$ cat src/rtl/core/bie_pkg.sv
// package for the beta instruction executor: opcodes, alu function codes,
// field widths and the control/status structs between controller and datapath
// no dependencies
package bie_pkg;

    localparam int PROG_DEPTH = 256;
    localparam int MEM_DEPTH  = 256;
    localparam int REG_COUNT  = 32;
    localparam int PC_W   = $clog2(PROG_DEPTH);
    localparam int MA_W   = $clog2(MEM_DEPTH);
    localparam int RI_W   = $clog2(REG_COUNT);
    localparam int MCLR_W = MA_W + 1;

    localparam logic [5:0] OP_LD  = 6'd24;
    localparam logic [5:0] OP_ST  = 6'd25;
    localparam logic [5:0] OP_JMP = 6'd27;
    localparam logic [5:0] OP_BEQ = 6'd29;
    localparam logic [5:0] OP_BNE = 6'd30;
    localparam logic [5:0] OP_LDR = 6'd31;

    localparam logic [3:0] FN_ADD = 4'd0;
    localparam logic [3:0] FN_SUB = 4'd1;
    localparam logic [3:0] FN_MUL = 4'd2;
    localparam logic [3:0] FN_DIV = 4'd3;
    localparam logic [3:0] FN_EQ  = 4'd4;
    localparam logic [3:0] FN_LT  = 4'd5;
    localparam logic [3:0] FN_LE  = 4'd6;
    localparam logic [3:0] FN_AND = 4'd8;
    localparam logic [3:0] FN_OR  = 4'd9;
    localparam logic [3:0] FN_XOR = 4'd10;
    localparam logic [3:0] FN_SHL = 4'd12;
    localparam logic [3:0] FN_SHR = 4'd13;
    localparam logic [3:0] FN_SRA = 4'd14;

    // instruction class decided by the controller
    localparam logic [2:0] K_ILL = 3'd0;
    localparam logic [2:0] K_ALU = 3'd1;
    localparam logic [2:0] K_DIV = 3'd2;
    localparam logic [2:0] K_LD  = 3'd3;
    localparam logic [2:0] K_ST  = 3'd4;
    localparam logic [2:0] K_BR  = 3'd5;
    localparam logic [2:0] K_LDR = 3'd6;

    typedef struct packed {
        logic       latch;     // capture instruction word
        logic       operands;  // register read and operand registers
        logic       exec;      // alu / address step
        logic       div_start;
        logic       div_step;
        logic       mem_rd;
        logic       commit;    // write back and load result register
        logic       clr_step;  // memory and register clearing pass
    } bie_cmd_t;

    typedef struct packed {
        logic [5:0] opcode;
        logic       div_done;
        logic       clr_done;
    } bie_stat_t;

    function automatic logic [2:0] op_kind(input logic [5:0] op);
        logic [2:0] k;
        k = K_ILL;
        if (op >= 6'd32) begin
            case (op[3:0])
                FN_ADD, FN_SUB, FN_MUL, FN_EQ, FN_LT, FN_LE, FN_AND, FN_OR,
                FN_XOR, FN_SHL, FN_SHR, FN_SRA: k = K_ALU;
                FN_DIV: k = K_DIV;
                default: k = K_ILL;
            endcase
        end else begin
            case (op)
                OP_LD: k = K_LD;
                OP_ST: k = K_ST;
                OP_JMP, OP_BEQ, OP_BNE: k = K_BR;
                OP_LDR: k = K_LDR;
                default: k = K_ILL;
            endcase
        end
        return k;
    endfunction

endpackage

$ cat src/rtl/core/bie_ctrl.sv
// controller state machine of the beta instruction executor
// depends on bie_pkg
module bie_ctrl import bie_pkg::*; (
    input  logic      aclk,
    input  logic      aresetn,
    input  logic      s_tvalid,
    output logic      s_tready,
    output logic      m_tvalid,
    input  logic      m_tready,
    input  bie_stat_t stat,
    output bie_cmd_t  cmd
);
    localparam logic [2:0] S_CLR  = 3'd0;
    localparam logic [2:0] S_IDLE = 3'd1;
    localparam logic [2:0] S_OPND = 3'd2;
    localparam logic [2:0] S_EXEC = 3'd3;
    localparam logic [2:0] S_DIV  = 3'd4;
    localparam logic [2:0] S_MEM  = 3'd5;
    localparam logic [2:0] S_WB   = 3'd6;

    logic [2:0] state_reg, state_next;
    logic       mval_reg, mval_next;
    logic [2:0] kind;

    assign kind     = op_kind(stat.opcode);
    assign s_tready = (state_reg == S_IDLE);
    assign m_tvalid = mval_reg;

    always_comb begin
        state_next = state_reg;
        mval_next  = mval_reg;
        cmd        = '0;
        if (m_tvalid && m_tready) mval_next = 1'b0;
        unique case (state_reg)
            S_CLR: begin
                cmd.clr_step = 1'b1;
                if (stat.clr_done) state_next = S_IDLE;
            end
            S_IDLE: begin
                if (s_tvalid) begin
                    cmd.latch  = 1'b1;
                    state_next = S_OPND;
                end
            end
            S_OPND: begin
                cmd.operands = 1'b1;
                state_next   = S_EXEC;
            end
            S_EXEC: begin
                if (kind == K_DIV) begin
                    cmd.div_start = 1'b1;
                    state_next    = S_DIV;
                end else begin
                    cmd.exec   = 1'b1;
                    state_next = (kind == K_LD || kind == K_LDR) ? S_MEM : S_WB;
                end
            end
            S_DIV: begin
                cmd.div_step = 1'b1;
                if (stat.div_done) state_next = S_WB;
            end
            S_MEM: begin
                cmd.mem_rd = 1'b1;
                state_next = S_WB;
            end
            S_WB: begin
                if (!mval_reg || m_tready) begin
                    cmd.commit = 1'b1;
                    mval_next  = 1'b1;
                    state_next = S_IDLE;
                end
            end
            default: state_next = S_IDLE;
        endcase
    end

    always_ff @(posedge aclk) begin
        if (!aresetn) begin
            state_reg <= S_CLR;
            mval_reg  <= 1'b0;
        end else begin
            state_reg <= state_next;
            mval_reg  <= mval_next;
        end
    end

`ifndef SYNTHESIS
    a_commit_wb: assert property (@(posedge aclk) disable iff (!aresetn)
        cmd.commit |-> state_reg == S_WB) else $error("commit outside write-back");
    a_out_after_commit: assert property (@(posedge aclk) disable iff (!aresetn)
        cmd.commit |=> m_tvalid) else $error("result not presented");
    a_no_accept_busy: assert property (@(posedge aclk) disable iff (!aresetn)
        (state_reg != S_IDLE) |-> !s_tready) else $error("ready while busy");
`endif
endmodule

$ cat config.mk
export PLATFORM = sky130hd
export DESIGN_NAME = bie_ctrl
export DESIGN_NICKNAME = d
export VERILOG_FILES = /design/src/rtl/core/bie_pkg.sv /design/src/rtl/core/bie_ctrl.sv
export SDC_FILE = /design/constraint.sdc
export NUM_CORES = 1
export LEC_CHECK = 0
export BUFFER_PORTS_ARGS = -buffer_cell sky130_fd_sc_hd__buf_2
export CAP_MARGIN = 40
export CORE_AREA = 8 8 45 47
export CTS_BUF_LIST = sky130_fd_sc_hd__clkbuf_2 sky130_fd_sc_hd__clkbuf_4 sky130_fd_sc_hd__clkbuf_8
export DETAILED_ROUTE_END_ITERATION = 6
export DIE_AREA = 0 0 53 55
export PLACE_DENSITY = 0.62
export SLEW_MARGIN = 20
export SYNTH_ARGS = -nofsm -noshare
export SYNTH_HDL_FRONTEND = slang
export SYNTH_SLANG_ARGS = --single-unit
$ cat constraint.sdc
create_clock -name aclk -period 1.1 [get_ports aclk]
set_input_delay 0 -clock aclk [delete_from_list [all_inputs] [get_ports aclk]]
set_output_delay 0 -clock aclk [all_outputs]
set_load 0.02 [all_outputs]
==> results.py <==
metrics = {
    "grt": {
        "antenna_found_initial": 0,
        "overflow": 0,
        "grt_pass1_wl_mm": 1.98,
        "grt_pass1_vias": 487,
        "grt_max_degree": 9,
        "track_usage_pct": 9.12,
    },
    "critical_path": {
        "cpMostUsedCell": "buf_6",
        "path_cells": "buf_6, nor3b_4, and2_4, buf_6",
        "worstPathRequired_ps": 1100,
        "crit_slowest_cell": "dfxtp_4",
        "criticalPathCategory": "flip-flop to output port",
        "end_kind": "output port",
        "max_stage_delay_ps": 350,
        "startpoint_type": "flip-flop",
        "arrival_ps": 1170,
        "worst-path-max-fanout": 6,
    },
    "power_and_ir_drop": {
        "netSwitchingPower_mw": 0.349,
        "swShare_pct": 37.6,
        "p_per_area_mw_per_mm2": 1390,
        "p_int_mw": 0.580,
        "irDropWorstVdd_v": 0.000479,
        "totalPowerFinal_mw": 0.930,
        "seqPwrFrac_pct": 24.2,
        "power_frac_clock_pct": 20.0,
        "power_leakage_nw": 0.304,
        "combPwrFrac_pct": 55.8,
    },
    "routing": {
        "vias": 463,
        "wl_met2_um": 615,
        "wl_per_cell_um": 12.8,
        "wl_met1_um": 466,
        "post-route-drc-count": 0,
        "drt-total-wl_mm": 1.21,
        "viasPerCell": 4.93,
        "met3_length_um": 124,
        "final_antenna_net_count": 0,
        "dr.pass1.iters": 3,
        "top_layer_used": "met3",
        "drt_first_iter_violations": 7,
    },
    "timing": {
        "period_minus_slack_ps": 1170,
        "setup_viol": 3,
        "relSlewSlack_pct": 85.0,
        "fmax_ghz": 0.858,
        "skew_ps": 5.76,
        "setup_ws_ps": -65.3,
        "timing.final.crit_share_pct": 106,
        "setup_tns_ps": -112,
        "finalHoldViolCount": 0,
        "rsz0062_at_grt": "yes",
        "whs_ps": 39.2,
        "maxSlewViolCount": 0,
        "worst_pin_slew_ps": 223,
    },
    "synthesis": {
        "async_flop_share_pct": 0,
        "synth_cells": 45,
        "synth_area_leaders": "dfxtp_1 24%, a21oi_1 8.9%, nor3b_1 8.9%",
        "syn_area_per_cell_um2": 7.51,
        "ys_types": 24,
        "yosysTopAreaCell": "dfxtp_1",
        "synth-edff-count": 0,
        "syn_area_um2": 338,
        "seq_area_frac_synth_pct": 23.7,
        "ys_ff_latch": 4,
        "yosysWarnings": 0,
        "synth_top_area_share_pct": 23.7,
        "synth_ff_type": "dfxtp_1",
        "syn_nets": 57,
    },
    "place": {
        "io_buffers": 21,
        "dp_hpwl_um": 809,
        "globalplace.congestion": 0.737,
        "placedCellCount": 84,
    },
    "floorplan": {
        "rows": 14,
        "initial_core_util_pct": 24.4,
        "die_area_mm2": 0.00292,
        "die_y_um": 55,
        "io_pins": 22,
        "die_w_um": 53,
        "core_area_mm2": 0.00138,
    },
    "clock_network": {
        "clk_latency_ps": 240,
        "root_buffer": "clkbuf_4",
        "clkTransAtPathRegs_ps": 40,
        "cts_tree": "built",
        "cts_buffer_depth": 2,
        "hold_buffers": 0,
        "cts_num_sinks": 4,
        "cts_inserted_buffers": 3,
        "ctsHtreeMaxLevel": 1,
    },
    "cells_and_area": {
        "largest_register_ffs": 3,
        "fill_cells": 135,
        "fin_cells": 94,
        "diodes": 0,
        "drive_gt1_share_pct": 65.4,
        "nNetsFinal": 92,
        "syn2layout_area_growth_pct": 97.8,
    },
    "status": {
        "violations": "negative setup slack",
        "status": "finished, violations left",
    },
    "flow_run": {
        "maxCapViolations": 0,
    },
    "worst_hold_path": {
        "hold_class": "input port to flip-flop",
    },
}
## kinds of logic after synthesis
family                 synth area share, %
and+or+nand+nor                       43.0
AOI/OAI and AO/OA                     27.8
DFF                                   23.7
buffers and inverters                 5.55
## critical path, delay by kind of cell, from the launching register on
kind | cells | cell delay, ps
AND/OR/NAND/NOR | 2 | 350
buffers and inverters | 2 | 230
flip-flops | 1 | 350
## power by group through the flow
| stage | clock network, mW | logic [mW] | registers, mW |
|---|---|---|---|
| 3_5_place_dp | 0 | 0.341 | 0.224 |
| 5_1_grt | 0.198 | 0.555 | 0.232 |
| 3_3_place_gp | 0 | 0.335 | 0.223 |
| 2_1_floorplan | 0 | 0.250 | 0.188 |
| 4_1_cts | 0.195 | 0.439 | 0.221 |
| 6_report | 0.186 | 0.518 | 0.225 |
## final cells by class
| cell class | count | area, µm² | share of cell area, % |
|---|---|---|---|
| multi-input cells | 37 | 297 | 44.4 |
| repair buffers | 33 | 234 | 35.0 |
| flip-flops and latches | 4 | 91.3 | 13.7 |
| clock buffers | 3 | 22.5 | 3.37 |
| well taps | 16 | 20.0 | 3.00 |
| inverters | 1 | 3.75 | 0.562 |
## through the flow
step	instance area [µm²]	util [%]	setup slack [ps]
final	668	48.3	-65.3
after global routing	668	48.3	-120
after CTS	603	43.6	-65.3
after detailed placement	497	35.9	-13.4
after global placement	497	35.9	33.9
after floorplan	349	-	13.5
## layer usage
layer	vias up	global-route usage (%)
met2	19	16.6
li1	238	-
met1	206	8.03
met4	0	6.47
met3	0	3.74
met5	-	0
## cells in the final DEF, fill, tap and decap left out, types with 2 or more instances in the layout
master    synthesis  final
a21oi_1           6      3
a21oi_2           0      2
and3b_1           2      2
buf_2             3     13
buf_4             0     15
buf_6             0      5
clkbuf_4          0      3
dfxtp_4           0      3
nand3_1           2      2
nand3b_1          2      2
nor2_1            3      3
nor3b_2           1      3
o21ai_0           2      2
## timing repair
item | 4_1_cts | 5_1_grt
gates resized for setup | 14 | 16
pin swaps | 3 | 4
hold endpoints to repair | 0 | 0
endpoints found under the setup margin | 10 | 11
setup buffers | 7 | 1
## Yosys cell counts (2+ instances only)
cell type  count
dfxtp_1        4
and3b_1        2
nor2_1         3
o21ai_0        2
buf_2          3
nand3b_1       2
a21boi_0       2
nor3_1         2
nor3b_1        4
a21oi_1        6
nand3_1        2
## final timing paths
check / startpoint / endpoint / slack, ps / cells after the start
max: state_reg[2] / cmd[7] / -70 / 4
min: aresetn / state_reg[0] / 40 / 3
max reg2reg: state_reg[2] / state_reg[1] / 0 / 5
min reg2reg: m_tvalid / m_tvalid / 560 / 2
Power figures use the tool's default switching activity.
